==> src/rtl/irswf_pkg.sv <==
// ----------------------------------------------------------------------------
// irswf_pkg: shared types and constants of the IR detector window filter
// Channel state codes, direction codes, register map and config bundle.
// ----------------------------------------------------------------------------
package irswf_pkg;

	localparam int WINDOW_DEF = 8;
	localparam int NUM_CH     = 4;
	localparam int THR_W      = 4;
	localparam int TICK_W     = 8;
	localparam int RUN_W      = 16;
	localparam int ADDR_W     = 4;
	localparam int DATA_W     = 32;

	localparam logic [THR_W-1:0]  VOTE_RST  = 4'd5;
	localparam logic [TICK_W-1:0] TICK_RST  = 8'd10;
	localparam logic [RUN_W-1:0]  LIMIT_RST = 16'd2000;

	typedef enum logic [1:0] {
		ST_INACTIVE  = 2'd0,
		ST_ACTIVE    = 2'd1,
		ST_SATURATED = 2'd2
	} ch_state_t;

	typedef enum logic [3:0] {
		DIR_NONE      = 4'd0,
		DIR_CENTER    = 4'd1,
		DIR_UP        = 4'd2,
		DIR_DOWN      = 4'd3,
		DIR_LEFT      = 4'd4,
		DIR_RIGHT     = 4'd5,
		DIR_UPLEFT    = 4'd6,
		DIR_UPRIGHT   = 4'd7,
		DIR_DOWNLEFT  = 4'd8,
		DIR_DOWNRIGHT = 4'd9
	} dir_t;

	typedef enum logic [1:0] {
		REG_VOTE  = 2'd0,
		REG_TICK  = 2'd1,
		REG_LIMIT = 2'd2
	} reg_idx_t;

	typedef enum logic [1:0] {
		CH_TOP    = 2'd0,
		CH_BOTTOM = 2'd1,
		CH_LEFT   = 2'd2,
		CH_RIGHT  = 2'd3
	} ch_idx_t;

	typedef struct packed {
		logic [THR_W-1:0]  vote_threshold;
		logic [TICK_W-1:0] tick_period_ms;
		logic [RUN_W-1:0]  saturation_limit_ms;
	} cfg_t;

endpackage

==> src/rtl/irswf_in_if.sv <==
// ----------------------------------------------------------------------------
// irswf_in_if: sample channel
// One transfer carries the four active-low detector levels of one tick.
// ----------------------------------------------------------------------------
interface irswf_in_if;
	logic valid;
	logic ready;
	logic top_level;
	logic bottom_level;
	logic left_level;
	logic right_level;

	modport source (output valid, top_level, bottom_level, left_level, right_level,
		input ready);
	modport sink (input valid, top_level, bottom_level, left_level, right_level,
		output ready);
endinterface

==> src/rtl/irswf_out_if.sv <==
// ----------------------------------------------------------------------------
// irswf_out_if: result channel
// One transfer carries the four channel states and the decoded direction.
// ----------------------------------------------------------------------------
interface irswf_out_if;
	logic       valid;
	logic       ready;
	logic [1:0] top_state;
	logic [1:0] bottom_state;
	logic [1:0] left_state;
	logic [1:0] right_state;
	logic [3:0] direction;

	modport source (output valid, top_state, bottom_state, left_state, right_state,
		direction, input ready);
	modport sink (input valid, top_state, bottom_state, left_state, right_state,
		direction, output ready);
endinterface

==> src/rtl/irswf_lane.sv <==
// ----------------------------------------------------------------------------
// irswf_lane: one detector channel
// Sample ring, vote count, saturating run counter and saturation flag.
// ----------------------------------------------------------------------------
module irswf_lane #(
	parameter int WINDOW = irswf_pkg::WINDOW_DEF
) (
	input  logic                  clk,
	input  logic                  arst_n,
	input  logic                  adv,
	input  logic                  det,
	input  irswf_pkg::cfg_t       cfg,
	output irswf_pkg::ch_state_t  state
);
	import irswf_pkg::*;

	localparam int POS_W = (WINDOW > 1) ? $clog2(WINDOW) : 1;
	localparam logic [POS_W-1:0] POS_LAST = POS_W'(WINDOW - 1);

	logic [WINDOW-1:0] win_q, win_d;
	logic [POS_W-1:0]  pos_q, pos_d;
	logic [RUN_W-1:0]  run_q, run_d;
	logic              sat_q, sat_d;
	logic [RUN_W:0]    run_sum;
	logic [THR_W-1:0]  ones;

	always_comb begin
		win_d = win_q;
		win_d[pos_q] = det;
		pos_d = (pos_q == POS_LAST) ? '0 : pos_q + 1'b1;
		run_sum = {1'b0, run_q} + {{(RUN_W + 1 - TICK_W){1'b0}}, cfg.tick_period_ms};
		if (!det) begin
			run_d = '0;
			sat_d = 1'b0;
		end else begin
			run_d = run_sum[RUN_W] ? {RUN_W{1'b1}} : run_sum[RUN_W-1:0];
			sat_d = sat_q || (run_d >= cfg.saturation_limit_ms);
		end
	end

	// vote count over the window after this tick's sample
	always_comb begin
		ones = '0;
		for (int i = 0; i < WINDOW; i++) begin
			ones = ones + THR_W'(win_d[i]);
		end
	end

	always_comb begin
		if (sat_d) begin
			state = ST_SATURATED;
		end else if (ones >= cfg.vote_threshold) begin
			state = ST_ACTIVE;
		end else begin
			state = ST_INACTIVE;
		end
	end

	always_ff @(posedge clk or negedge arst_n) begin
		if (!arst_n) begin
			win_q <= '0;
			pos_q <= '0;
			run_q <= '0;
			sat_q <= 1'b0;
		end else if (adv) begin
			win_q <= win_d;
			pos_q <= pos_d;
			run_q <= run_d;
			sat_q <= sat_d;
		end
	end
endmodule

==> src/rtl/irswf_merge.sv <==
// ----------------------------------------------------------------------------
// irswf_merge: direction decode and result register
// Combines the lane states into a direction and holds the result transfer.
// ----------------------------------------------------------------------------
module irswf_merge (
	input  logic                  clk,
	input  logic                  arst_n,
	input  logic                  adv,
	input  irswf_pkg::ch_state_t  st [irswf_pkg::NUM_CH],
	irswf_out_if.source           result
);
	import irswf_pkg::*;

	logic u, d, l, r;
	logic h_neg, h_pos, v_neg, v_pos;
	dir_t dir;
	logic valid_q;

	assign u = (st[CH_TOP]    == ST_ACTIVE);
	assign d = (st[CH_BOTTOM] == ST_ACTIVE);
	assign l = (st[CH_LEFT]   == ST_ACTIVE);
	assign r = (st[CH_RIGHT]  == ST_ACTIVE);

	// opposite channels both active cancel to the centered component
	assign h_neg = l && !r;
	assign h_pos = r && !l;
	assign v_neg = u && !d;
	assign v_pos = d && !u;

	always_comb begin
		if (!(u || d || l || r)) begin
			dir = DIR_NONE;
		end else if (h_neg) begin
			dir = v_neg ? DIR_UPLEFT : (v_pos ? DIR_DOWNLEFT : DIR_LEFT);
		end else if (h_pos) begin
			dir = v_neg ? DIR_UPRIGHT : (v_pos ? DIR_DOWNRIGHT : DIR_RIGHT);
		end else begin
			dir = v_neg ? DIR_UP : (v_pos ? DIR_DOWN : DIR_CENTER);
		end
	end

	always_ff @(posedge clk or negedge arst_n) begin
		if (!arst_n) begin
			valid_q <= 1'b0;
		end else if (adv) begin
			valid_q <= 1'b1;
		end else if (result.ready) begin
			valid_q <= 1'b0;
		end
	end

	always_ff @(posedge clk) begin
		if (adv) begin
			result.top_state    <= st[CH_TOP];
			result.bottom_state <= st[CH_BOTTOM];
			result.left_state   <= st[CH_LEFT];
			result.right_state  <= st[CH_RIGHT];
			result.direction    <= dir;
		end
	end

	assign result.valid = valid_q;
endmodule

==> src/rtl/ir_sensor_window_filter_direction_unit.sv <==
// ----------------------------------------------------------------------------
// ir_sensor_window_filter_direction_unit: four-channel detector filter
// Window vote, run-time saturation and compass direction of four detectors.
// ----------------------------------------------------------------------------
// Usage:
//   sample : valid/ready channel, one transfer per tick with the four
//            active-low detector levels (0 = signal seen).
//   result : valid/ready channel, one transfer per sample: a state per
//            channel (inactive, active, saturated) and a direction code.
//   APB    : three registers at byte offsets 0, 4, 8 (vote threshold, tick
//            period, saturation limit); write while the block is idle.
// Timing: a result is registered and valid in the cycle after its sample transfer.
// Throughput: one sample per cycle while results are taken. The four lanes update in the accept
//   cycle and the merge stage registers the result, so the result register
//   is the only stage; it refills in the same cycle it is drained.
// Reset: windows, run counters and flags clear, registers take their
//   defaults, the result register is empty.
// Stall: while a result waits, sample ready drops; nothing is lost.
// ----------------------------------------------------------------------------
module ir_sensor_window_filter_direction_unit #(
	parameter int WINDOW = irswf_pkg::WINDOW_DEF
) (
	input  logic                           clk,
	input  logic                           arst_n,
	irswf_in_if.sink                       sample,
	irswf_out_if.source                    result,
	input  logic                           psel,
	input  logic                           penable,
	input  logic                           pwrite,
	input  logic [irswf_pkg::ADDR_W-1:0]   paddr,
	input  logic [irswf_pkg::DATA_W-1:0]   pwdata,
	output logic [irswf_pkg::DATA_W-1:0]   prdata,
	output logic                           pready
);
	import irswf_pkg::*;

	cfg_t      cfg_q;
	logic      accept;
	logic      cfg_wr;
	reg_idx_t  reg_sel;
	logic      det [NUM_CH];
	ch_state_t st  [NUM_CH];

	// ---------------- configuration registers ----------------
	assign pready  = 1'b1;
	assign reg_sel = reg_idx_t'(paddr[3:2]);
	assign cfg_wr  = psel && penable && pwrite;

	always_ff @(posedge clk or negedge arst_n) begin
		if (!arst_n) begin
			cfg_q.vote_threshold      <= VOTE_RST;
			cfg_q.tick_period_ms      <= TICK_RST;
			cfg_q.saturation_limit_ms <= LIMIT_RST;
		end else if (cfg_wr) begin
			case (reg_sel)
				REG_VOTE:  cfg_q.vote_threshold      <= pwdata[THR_W-1:0];
				REG_TICK:  cfg_q.tick_period_ms      <= pwdata[TICK_W-1:0];
				REG_LIMIT: cfg_q.saturation_limit_ms <= pwdata[RUN_W-1:0];
				default: ;  // unmapped offset: write dropped
			endcase
		end
	end

	always_comb begin
		case (reg_sel)
			REG_VOTE:  prdata = {{(DATA_W - THR_W){1'b0}}, cfg_q.vote_threshold};
			REG_TICK:  prdata = {{(DATA_W - TICK_W){1'b0}}, cfg_q.tick_period_ms};
			REG_LIMIT: prdata = {{(DATA_W - RUN_W){1'b0}}, cfg_q.saturation_limit_ms};
			default:   prdata = '0;
		endcase
	end

	// ---------------- sample handshake ----------------
	// Accept whenever the result register is empty or being drained now.
	assign sample.ready = !result.valid || result.ready;
	assign accept       = sample.valid && sample.ready;

	// Detectors are active low.
	assign det[CH_TOP]    = !sample.top_level;
	assign det[CH_BOTTOM] = !sample.bottom_level;
	assign det[CH_LEFT]   = !sample.left_level;
	assign det[CH_RIGHT]  = !sample.right_level;

	// ---------------- per-channel lanes ----------------
	for (genvar c = 0; c < NUM_CH; c++) begin : g_lane
		irswf_lane #(
			.WINDOW (WINDOW)
		) u_lane (
			.clk    (clk),
			.arst_n (arst_n),
			.adv    (accept),
			.det    (det[c]),
			.cfg    (cfg_q),
			.state  (st[c])
		);
	end

	// ---------------- direction merge and result register ----------------
	irswf_merge u_merge (
		.clk    (clk),
		.arst_n (arst_n),
		.adv    (accept),
		.st     (st),
		.result (result)
	);

`ifndef NO_ASSERTIONS
	// every accepted sample shows up as a result in the next cycle
	a_result_follows: assert property (@(posedge clk) disable iff (!arst_n)
		accept |=> result.valid)
		else $error("result missing after sample transfer");

	// direction is none exactly when no channel reports active
	a_dir_none: assert property (@(posedge clk) disable iff (!arst_n)
		result.valid |-> ((result.direction == DIR_NONE) ==
			((result.top_state != ST_ACTIVE) && (result.bottom_state != ST_ACTIVE) &&
			 (result.left_state != ST_ACTIVE) && (result.right_state != ST_ACTIVE))))
		else $error("direction disagrees with channel states");

	// an idle top detector sample can never leave the top channel saturated
	a_top_no_sat: assert property (@(posedge clk) disable iff (!arst_n)
		(accept && sample.top_level) |=> (result.top_state != ST_SATURATED))
		else $error("top channel saturated on an idle sample");

	// no sample is taken while an undrained result is held
	a_no_overrun: assert property (@(posedge clk) disable iff (!arst_n)
		(result.valid && !result.ready) |-> !accept)
		else $error("sample taken over a stalled result");
`endif
endmodule
==> src/flat_wrapper.sv <==
// flat-port wrapper written by rule: the top's interface ports become plain ports
module ir_sensor_window_filter_direction_unit_flat import irswf_pkg::*;
#(
	parameter int WINDOW = irswf_pkg::WINDOW_DEF
)
  (clk, arst_n, psel, penable, pwrite, paddr, pwdata, prdata, pready, sample_valid, sample_top_level, sample_bottom_level, sample_left_level, sample_right_level, sample_ready, result_valid, result_top_state, result_bottom_state, result_left_state, result_right_state, result_direction, result_ready);
  irswf_in_if sample_i ();
  irswf_out_if result_i ();
  input  logic clk;
  input  logic arst_n;
  input  logic psel;
  input  logic penable;
  input  logic pwrite;
  input  logic [irswf_pkg::ADDR_W-1:0] paddr;
  input  logic [irswf_pkg::DATA_W-1:0] pwdata;
  output logic [irswf_pkg::DATA_W-1:0] prdata;
  output logic pready;
  input wire logic [$bits(sample_i.valid)-1:0] sample_valid;
  input wire logic [$bits(sample_i.top_level)-1:0] sample_top_level;
  input wire logic [$bits(sample_i.bottom_level)-1:0] sample_bottom_level;
  input wire logic [$bits(sample_i.left_level)-1:0] sample_left_level;
  input wire logic [$bits(sample_i.right_level)-1:0] sample_right_level;
  output wire logic [$bits(sample_i.ready)-1:0] sample_ready;
  output wire logic [$bits(result_i.valid)-1:0] result_valid;
  output wire logic [$bits(result_i.top_state)-1:0] result_top_state;
  output wire logic [$bits(result_i.bottom_state)-1:0] result_bottom_state;
  output wire logic [$bits(result_i.left_state)-1:0] result_left_state;
  output wire logic [$bits(result_i.right_state)-1:0] result_right_state;
  output wire logic [$bits(result_i.direction)-1:0] result_direction;
  input wire logic [$bits(result_i.ready)-1:0] result_ready;
  assign sample_i.valid = sample_valid;
  assign sample_i.top_level = sample_top_level;
  assign sample_i.bottom_level = sample_bottom_level;
  assign sample_i.left_level = sample_left_level;
  assign sample_i.right_level = sample_right_level;
  assign sample_ready = sample_i.ready;
  assign result_valid = result_i.valid;
  assign result_top_state = result_i.top_state;
  assign result_bottom_state = result_i.bottom_state;
  assign result_left_state = result_i.left_state;
  assign result_right_state = result_i.right_state;
  assign result_direction = result_i.direction;
  assign result_i.ready = result_ready;
  ir_sensor_window_filter_direction_unit #(.WINDOW(WINDOW)) u_core (.clk(clk), .arst_n(arst_n), .sample(sample_i), .result(result_i), .psel(psel), .penable(penable), .pwrite(pwrite), .paddr(paddr), .pwdata(pwdata), .prdata(prdata), .pready(pready));
endmodule
==> config.mk <==
export PLATFORM = sky130hd
export DESIGN_NAME = ir_sensor_window_filter_direction_unit_flat
export DESIGN_NICKNAME = d
export VERILOG_FILES = /design/src/rtl/irswf_pkg.sv /design/src/rtl/irswf_in_if.sv /design/src/rtl/irswf_out_if.sv /design/src/rtl/irswf_lane.sv /design/src/rtl/irswf_merge.sv /design/src/rtl/ir_sensor_window_filter_direction_unit.sv /design/src/flat_wrapper.sv
export SDC_FILE = /design/constraint.sdc
export NUM_CORES = 1
export LEC_CHECK = 0
export BUFFER_PORTS_ARGS = -buffer_cell sky130_fd_sc_hd__buf_2
export CAP_MARGIN = 25
export CORE_MARGIN = 4
export CORE_UTILIZATION = 25
export CTS_BUF_LIST = sky130_fd_sc_hd__clkbuf_8
export DETAILED_ROUTE_END_ITERATION = 7
export SYNTH_ARGS = -nofsm -noshare
export SYNTH_HDL_FRONTEND = slang
export SYNTH_SLANG_ARGS = --single-unit
==> constraint.sdc <==
create_clock -name clk -period 15.2 [get_ports clk]
set_input_delay 0.76 -clock clk [delete_from_list [all_inputs] [get_ports clk]]
set_output_delay 0.76 -clock clk [all_outputs]
set_load 0.005 [all_outputs]
==> flow_summary.yaml, run 1 <==
sta:
  layout_min_cycle_time_ns: 5.678
  fin_worst_skew_ns: 0.01964
  max_freq_mhz: 176.1
  rsz0062_at_grt: "no"
  post-route-period-util_pct: 37.36
  hold_viol_final: 0
  final-setup-viol-count: 0
  worst_pin_slew_ns: 0.9444
  setup-tns-final_ns: 0
  slew_viol_final: 0
  relSlewSlack_pct: 36.91
  setup_slack_ns: 9.522
critical_path:
  crit_path_end_kind: "register"
  critPathLaunchType: "register"
  crit_fanout: 25
  cp.required_ns: 15.44
  arrival_ns: 5.92
  critPathKind: "reg2reg"
cts:
  h-tree-depth: 4
  post_cts_buffers: 0
  clk_path_buf_depth: 2
  ctsHoldBuffers: 0
  clk_pin_slew_ns: 0.10
  clk_latency_ns: 0.48
  numCtsBuffers: 17
  cts_tree: "built"
  cts_repair_resize_count: 0
  cts.sinks: 153
  cts-root-buf: "clkbuf_8"
cells_and_area:
  areaGrowthSynthToFinish_pct: 10.06
  drive_gt1_share_pct: 11.47
  final_core_util_pct: 27.91
  layout_common_cells: "nand2_1 (173), ha_1 (136), dfrtp_1 (131), a21oi_1 (103), o21ai_0 (77)"
  fin_nets: 1506
  layout_commonest_cell: "nand2_1"
placement:
  place_ws_ns: 9.299
  portBuffers: 58
  hpwl_um: 21210
  globalplace.congestion: 0.8249
min_path:
  hold_class: "in2async"
yosys:
  synth_cell_type_count: 70
  synth_cells: 1281
  ys_ff_latch: 153
  synth-main-ff-cell: "dfrtp_1"
  synth_area_leaders: "dfrtp_1 (28%), ha_1 (15%), nand2_1 (5.7%)"
  synth_warnings: 0
  avgSynthCellArea_um2: 9.023
  synth_top_area_share_pct: 28.36
  syn_area_um2: 11560
  synth_edf_count: 12
  async_flop_share_pct: 92.16
  synth.largest_area_cell: "dfrtp_1"
  yosysSeqAreaShare_pct: 33.75
global_routing:
  gr-usage-all-layers_pct: 11.68
  antenna_found_initial: 4
  overflow: 0
  grt_pass1_vias: 8953
  grt_start_max_net_pins: 81
  grt_pass1_wl_um: 47220
drt:
  wl_per_cell_um: 15.28
  drtIter0Drc: 539
  drt-total-wl_um: 29280
  drc_errors: 0
  vias: 9164
  routed_via_density: 4.780
  ant_nets: 0
  drt_pass1_iterations: 4
floorplanning:
  pin_count: 94
  die_h_um: 223.0
  initial_core_util_pct: 25.36
  die_area_um2: 49740
  die_width_um: 223.0
  core-area_um2: 45580
  core.rowCount: 78
pwr:
  finalPower_w: 0.002684
  p_leak_nw: 6.287
  p_per_area_nw_per_um2: 211.0
  vdd_drop_max_v: 0.0001117
status:
  status: "finished clean"
job:
  cap_violations: 0
-- synth_stat cells, types with 22 or more instances --
cell type and instances:
nor3_1 24, nand2_1 174, inv_1 68, o21ai_0 77
ha_1 136, clkbuf_1 51, dfrtp_1 131, nand3_1 22
xnor2_1 28, a21oi_1 103, a21o_1 50, nor2_1 69
-- path summary, 6_finish.rpt --
kind / slack [ns] / startpoint / end / cells past startpoint
setup / recovery: 9.52 / u_core.cfg_q[16]$_DFFE_PN0P_ / u_core.u_merge.result.direction[1]$_SDFFCE_PN0P_ / 19
hold / removal: 0.31 / arst_n / u_core.g_lane[1].u_lane.win_q[3]$_DFFE_PN0P_ / 1
setup reg to reg: 9.52 / u_core.cfg_q[16]$_DFFE_PN0P_ / u_core.u_merge.result.direction[1]$_SDFFCE_PN0P_ / 19
hold reg to reg: 0.49 / u_core.g_lane[3].u_lane.win_q[3]$_DFFE_PN0P_ / u_core.g_lane[3].u_lane.win_q[3]$_DFFE_PN0P_ / 2
max in group asynchronous: 13.52 / arst_n / u_core.cfg_q[14]$_DFFE_PN0P_ / 2
min in group clk: 0.49 / u_core.g_lane[3].u_lane.win_q[3]$_DFFE_PN0P_ / u_core.g_lane[3].u_lane.win_q[3]$_DFFE_PN0P_ / 2
-- worst max-delay path, cell delays in order (launching register included) --
cell and delay [ns]:
dfrtp_1 0.53, ha_1 0.29, fa_1 0.40, a21o_1 0.18, a21oi_1 0.22, o21bai_1 0.16
o41ai_4 0.49, or3_1 0.77, o21ai_0 0.24, ha_1 0.25, a21o_1 0.17, a21o_1 0.17
a21oi_1 0.20, o211ai_1 0.13, a21oi_1 0.17, buf_4 0.18, o21bai_1 0.11, ha_1 0.32
and4_1 0.17, a221o_1 0.25
-- cell families after synthesis --
logic type	share of synthesized area [%]
buffers and inverters	5.380
other	0.06497
muxes	3.334
adders and majority gates	18.19
AOI/OAI and AO/OA	19.89
DFF	33.75
and+or+nand+nor	16.00
xor gates and xnor gates	3.399
-- area by class of cell --
class | instances | area [um2]
diodes | 1 | 2.502
repair buffers | 65 | 349.1
multi-input cells | 997 | 7104
clock inverters | 15 | 120.1
inverters | 69 | 259.0
fillers | 4832 | 32860
well taps | 600 | 750.7
flip-flops and latches | 153 | 3901
clock buffers | 17 | 234.0
-- per-layer routing --
metal  GRT usage (%)  share of wire (%)  vias to the layer above
met1           15.86                 48                     4412
met5               0               0.14                        -
li1                -                  -                     4547
met2           18.74                 45                      174
met3           3.105                5.6                       25
met4           2.565                1.1                        6
-- flip-flops by register name, indices dropped and copies added (netlist names) --
register,count
u_core.u_merge.result.left_state,2
u_core.u_merge.result.valid,1
u_core.cfg_q,28
u_core.g_lane.u_lane.sat_q,4
u_core.g_lane.u_lane.win_q,32
u_core.g_lane.u_lane.run_q,64
u_core.u_merge.result.bottom_state,2
u_core.u_merge.result.top_state,2
u_core.g_lane.u_lane.pos_q,12
u_core.u_merge.result.right_state,2
u_core.u_merge.result.direction,4
-- power breakdown --
part	leakage, nW	internal, W	total (W)	switching (W)
sequential	1.94	0.000570	0.000688	0.000118
clock	0.173	0.000116	0.000295	0.000180
combinational	4.17	0.000786	0.00170	0.000915
total	6.29	0.00147	0.00268	0.00121
-- stage by stage --
step / instances / instance area (um2) / hold slack (ns)
2_1_floorplan: 1296 / 11610 / 0.4418
3_3_place_gp: 1884 / 12360 / 0.4546
3_5_place_dp: 1884 / 12360 / 0.4648
4_1_cts: 1916 / 12720 / 0.3321
5_1_grt: 1916 / 12720 / 0.3491
6_report: 1917 / 12720 / 0.3069
No activity file was read; power rests on OpenSTA's default activity.
==> inputs of run 2 (changes only) <==
clock period = 5 ns   (was 15.2 ns; I/O delays follow)
==> flow_summary.yaml, run 2 (synthesis gave the netlist of run 1 again) <==
drt:
  routed.top_layer: "met5"
  drc_errors: 0
  wl_met2_um: 13760
  routed_via_density: 4.795
  vias: 9543
  drt-total-wl_um: 30520
  ant_nets: 0
  wl_met3_um: 1837
  wl_met1_um: 14560
  drtIter0Drc: 566
  drt_pass1_iterations: 5
  wl_per_cell_um: 15.34
sta:
  relSlewSlack_pct: 41.02
  final-setup-viol-count: 0
  hold_viol_final: 0
  slew_viol_final: 0
  fin_worst_skew_ns: 0.02484
  rsz0062_at_grt: "yes"
  max_freq_mhz: 202.1
  post-route-period-util_pct: 98.95
  worst_pin_slew_ns: 0.8848
  layout_min_cycle_time_ns: 4.947
global_routing:
  gr-usage-all-layers_pct: 12.16
  antenna_found_initial: 2
  grt_start_max_net_pins: 83
  overflow: 0
  grt_pass1_vias: 9389
  grt_pass1_wl_um: 49250
cells_and_area:
  largest_register_ffs: 64
  layout_common_cells: "nand2_1 (173), ha_1 (135), dfrtp_1 (126), a21oi_1 (98), o21ai_0 (76)"
  areaGrowthSynthToFinish_pct: 16.98
  fin_nets: 1580
  final_cell_area_um2: 13520
  regMostFlops: "u_core.g_lane.u_lane.run_q"
  layout.cells.non_filler: 1990
  top_regs: "u_core.g_lane.u_lane.run_q: 64 flops, u_core.g_lane.u_lane.win_q: 32 flops, u_core.cfg_q: 28 flops"
  diodes: 0
  drive_gt1_share_pct: 17.27
  layout_commonest_cell: "nand2_1"
pwr:
  p_sw_share_pct: 43.87
  finalPower_w: 0.008811
  p_leak_nw: 6.685
  p_clk_share_pct: 10.9
  p_comb_share_pct: 65.7
  p_int_w: 0.004945
  pwr-share-seq_pct: 23.4
  netSwitchingPower_w: 0.003865
  p_per_area_nw_per_um2: 651.6
  vdd_drop_max_v: 0.0004161
placement:
  placed_area_um2: 12800
  globalplace.congestion: 0.8257
  portBuffers: 58
  hpwl_um: 22570
  dp_cells: 1939
cts:
  h-tree-depth: 4
  clk_latency_ns: 0.49
  clk_path_buf_depth: 2
  cts-root-buf: "clkbuf_8"
  cts_tree: "built"
  numCtsBuffers: 17
  cts.sinks: 153
  clk_pin_slew_ns: 0.11
critical_path:
  cp.required_ns: 5.26
  r2r_slack_ns: 0.05
  crit_path_end_kind: "register"
  r2r-start: "u_core.g_lane[0].u_lane.pos_q[1]$_DFFE_PN0P_"
  critPathLaunchType: "register"
  critPathKind: "reg2reg"
  arrival_ns: 5.20
  crit_fanout: 8
  r2r_cells: 18
  reg2reg_to: "u_core.u_merge.result.direction[1]$_SDFFCE_PN0P_"
floorplanning:
  core-area_um2: 45580
  initial_core_util_pct: 25.36
  die_area_um2: 49740
  die_width_um: 223.0
  die_h_um: 223.0
  pin_count: 94
  core.rowCount: 78
job:
  cap_violations: 0
status:
  status: "finished clean"
min_path:
  holdCritStartpoint: "pwdata[3]"
  hold_class: "in2reg"
  whs_path_depth: 3
  holdPathEnd: "u_core.cfg_q[3]$_DFFE_PN0P_"
## run 2: metal layers
metal	track usage, %	up-vias
li1	-	4699
met1	16.87	4613
met2	19.15	198
met3	3.382	29
met4	2.307	4
met5	0	-
## run 2: worst max path at each step
stage | start | end | slack, ns
after detailed placement | u_core.g_lane[3].u_lane.pos_q[2]$_DFFE_PN0P_ | u_core.u_merge.result.direction[1]$_SDFFCE_PN0P_ | -0.06
final | u_core.g_lane[0].u_lane.pos_q[1]$_DFFE_PN0P_ | u_core.u_merge.result.direction[1]$_SDFFCE_PN0P_ | 0.05
after global routing | u_core.g_lane[1].u_lane.pos_q[0]$_DFFE_PN0P_ | u_core.u_merge.result.direction[1]$_SDFFCE_PN0P_ | -0.11
after CTS | u_core.g_lane[1].u_lane.pos_q[0]$_DFFE_PN0P_ | u_core.u_merge.result.direction[1]$_SDFFCE_PN0P_ | 0.004
after floorplan | u_core.g_lane[0].u_lane.pos_q[0]$_DFFE_PN0P_ | u_core.u_merge.result.direction[1]$_SDFFCE_PN0P_ | 0.06
after global placement | u_core.g_lane[3].u_lane.pos_q[2]$_DFFE_PN0P_ | u_core.u_merge.result.direction[1]$_SDFFCE_PN0P_ | -0.05
## run 2: stage by stage
stage / hold WS (ns) / util (%) / TNS [ns] / worst slack, ns
after floorplan: -0.04559 / - / 0 / 0.06156
after global placement: 0.3108 / 28.09 / -0.04718 / -0.04718
after detailed placement: 0.3077 / 28.09 / -0.05952 / -0.05952
after CTS: 0.02262 / 29.33 / 0 / 0.003693
after global routing: 0.02764 / 29.67 / -0.1590 / -0.1131
final: 0.05682 / 29.67 / 0 / 0.05252
## run 2: critical path: stages, from the launching register on
cell and delay, ns:
dfrtp_1 0.44, buf_6 0.15, nand3b_1 0.11, nor2_1 0.15
a21oi_2 0.06, fa_1 0.57, fa_1 0.43, fa_1 0.49
inv_1 0.04, ha_1 0.21, fa_1 0.45, ha_1 0.29
a21o_1 0.16, a21o_1 0.18, a21oi_2 0.14, o21bai_4 0.14
ha_1 0.25, and4_1 0.17, a221o_1 0.26
## run 2: area by class of cell
cell class	instances	area, um2
clock buffer	17	234.0
clock inverter	15	155.1
fill	4689	32050
inverter	69	259.0
multi-input combinational	997	7244
sequential	153	3908
tap	600	750.7
timing repair buffer	139	970.9
## run 2: timing repair
item | 4_1_cts | 5_1_grt
hold endpoints to repair | 76 | 0
gates resized for setup | 7 | 30
hold buffers | 15 | 0
endpoints found under the setup margin | 2 | 4
pin swaps | 1 | 4
buffers inserted | 0 | 4
## run 2: power groups by stage
stage	registers, W	clock network [W]	logic, W
2_1_floorplan	0.00194	0	0.00419
3_3_place_gp	0.00204	0	0.00536
3_5_place_dp	0.00206	0	0.00555
4_1_cts	0.00204	0.000998	0.00565
5_1_grt	0.00212	0.00105	0.00670
6_report	0.00206	0.000963	0.00579
==> inputs of run 3 (changes only) <==
CORE_UTILIZATION = 55   (was 25)
PLACE_DENSITY = 0.77   (was not set)
==> flow_summary.yaml, run 3 (synthesis gave the netlist of run 1 again) <==
critical_path:
  crit_path_end_kind: "register"
  critPathLaunchType: "register"
  reg2reg_to: "u_core.u_merge.result.direction[1]$_SDFFCE_PN0P_"
  crit_end: "u_core.u_merge.result.direction[1]$_SDFFCE_PN0P_"
  cp-startpoint: "u_core.g_lane[0].u_lane.pos_q[2]$_DFFE_PN0P_"
  r2r_slack_ns: 0.04
  critPathKind: "reg2reg"
  r2r-start: "u_core.g_lane[0].u_lane.pos_q[2]$_DFFE_PN0P_"
  arrival_ns: 5.19
  cp.required_ns: 5.23
  crit_fanout: 4
  r2r_cells: 16
sta:
  max_freq_mhz: 201.7
  layout_min_cycle_time_ns: 4.958
  timing.hold.ws_ns: 0.04603
  post-route-period-util_pct: 99.16
  relSlewSlack_pct: 31.18
  fin_worst_skew_ns: 0.01419
  setup_slack_ns: 0.04220
  slew_viol_final: 0
  final-setup-viol-count: 0
  worst_pin_slew_ns: 1.032
  hold_viol_final: 0
  rsz0062_at_grt: "yes"
placement:
  hpwl_um: 19950
  place_ws_ns: -0.09934
  portBuffers: 58
  dp_cells: 1592
  globalplace.congestion: 0.9069
floorplanning:
  die_width_um: 153.0
  die_h_um: 153.0
  core.rowCount: 52
  initial_core_util_pct: 56.58
  pin_count: 94
  die_area_um2: 23400
  core-area_um2: 20430
cells_and_area:
  layout_common_cells: "nand2_1 (173), ha_1 (134), dfrtp_1 (126), a21oi_1 (98), o21ai_0 (77)"
  n_fill_cell: 1687
  top_regs: "u_core.g_lane.u_lane.run_q: 64 flops, u_core.g_lane.u_lane.win_q: 32 flops, u_core.cfg_q: 28 flops"
  multi_input_area_um2: 7238
  areaGrowthSynthToFinish_pct: 12.17
  regArea_um2: 3908
  layout.cells.non_filler: 1641
  regMostFlops: "u_core.g_lane.u_lane.run_q"
  layout_commonest_cell: "nand2_1"
  drive_gt1_share_pct: 16.05
  diodes: 0
  largest_register_ffs: 64
  fin_nets: 1562
cts:
  clk_pin_slew_ns: 0.09
  clk_path_buf_depth: 2
  cts_tree: "built"
  clk_latency_ns: 0.47
  numCtsBuffers: 17
  cts-root-buf: "clkbuf_8"
  cts.sinks: 153
  h-tree-depth: 4
pwr:
  vdd_drop_max_v: 0.0004811
  p_per_area_nw_per_um2: 684.5
  finalPower_w: 0.008874
  p_leak_nw: 6.590
drt:
  wl_met3_um: 1667
  wl_met1_um: 12690
  drc_errors: 0
  drtIter0Drc: 487
  routed.top_layer: "met4"
  routed_via_density: 5.812
  vias: 9537
  wl_met2_um: 12960
  wl_per_cell_um: 17.07
  ant_nets: 0
  drt_pass1_iterations: 5
  drt-total-wl_um: 28010
job:
  cap_violations: 0
global_routing:
  antenna_found_initial: 0
  grt_start_max_net_pins: 100
  grt_pass1_wl_um: 46380
  grt_pass1_vias: 9349
  overflow: 0
  gr-usage-all-layers_pct: 24.11
min_path:
  hold_class: "in2reg"
status:
  status: "finished clean"
[run 3: cell types whose count changed in the layout (fill, tap and decap cells not counted), sizes merged]
| cell | delta |
|---|---|
| buf | -17 |
| inv | -7 |
| clkinvlp | +4 |
| bufinv | +3 |
| clkinv | -2 |
| clkbuf | +1 |
| dlygate4sd3 | -1 |
[run 3: critical path, stage by stage, from the launching register on]
cell	delay (ns)
dfrtp_2	0.44
nor3b_2	0.24
mux2i_2	0.30
fa_1	0.45
fa_1	0.47
fa_1	0.49
inv_1	0.04
ha_1	0.20
fa_1	0.45
ha_1	0.29
a21o_1	0.16
a21o_1	0.18
a21oi_2	0.16
o21bai_2	0.17
ha_4	0.24
and4_1	0.17
a221o_1	0.25
[run 3: area by class of cell]
| type | count | share of cell area, % |
|---|---|---|
| clock inverter | 13 | 1.216 |
| timing repair buffer | 121 | 6.302 |
| sequential | 153 | 30.14 |
| clock buffer | 18 | 1.911 |
| tap | 270 | 2.606 |
| inverter | 69 | 1.998 |
| multi-input combinational | 997 | 55.83 |
[run 3: how the worst min path moves through the flow]
stage	startpoint	endpoint	slack, ns	cells past startpoint
final	pwdata[1]	u_core.cfg_q[1]$_DFFE_PN0P_	0.05	3
after global routing	pwdata[1]	u_core.cfg_q[17]$_DFFE_PN1P_	0.05	2
after CTS	pwdata[1]	u_core.cfg_q[1]$_DFFE_PN0P_	0.02	3
after detailed placement	arst_n	u_core.g_lane[3].u_lane.run_q[12]$_DFFE_PN0P_	0.40	1
after global placement	arst_n	u_core.g_lane[3].u_lane.run_q[12]$_DFFE_PN0P_	0.40	1
after floorplan	arst_n	u_core.cfg_q[0]$_DFFE_PN0P_	-0.05	0
[run 3: power by group]
group,internal (W),switching (W)
combinational,0.00281,0.00302
clock,0.000500,0.000495
sequential,0.00174,0.000313
[run 3: through the flow]
step	utilization (%)	instance area [um2]	setup TNS, ns
3_5_place_dp	59.96	12250	-0.09934
5_1_grt	63.46	12960	-0.1470
3_3_place_gp	59.96	12250	0
6_report	63.46	12960	0
2_1_floorplan	-	11610	0
4_1_cts	62.90	12850	0
[run 3: timing repair]
action                                  in CTS  in global routing
buffers inserted                             3                  1
hold buffers                                14                  0
endpoints found under the setup margin       1                  4
hold endpoints to repair                   102                  0
pin swaps                                    2                  5
gates resized for setup                      9                 24
cloned                                       0                  0
[run 3: per-layer routing]
layer / up-vias / track usage (%)
met1: 4611 / 32.34
li1: 4652 / -
met3: 36 / 5.344
met2: 238 / 38.88
met5: - / 0
met4: 0 / 8.231
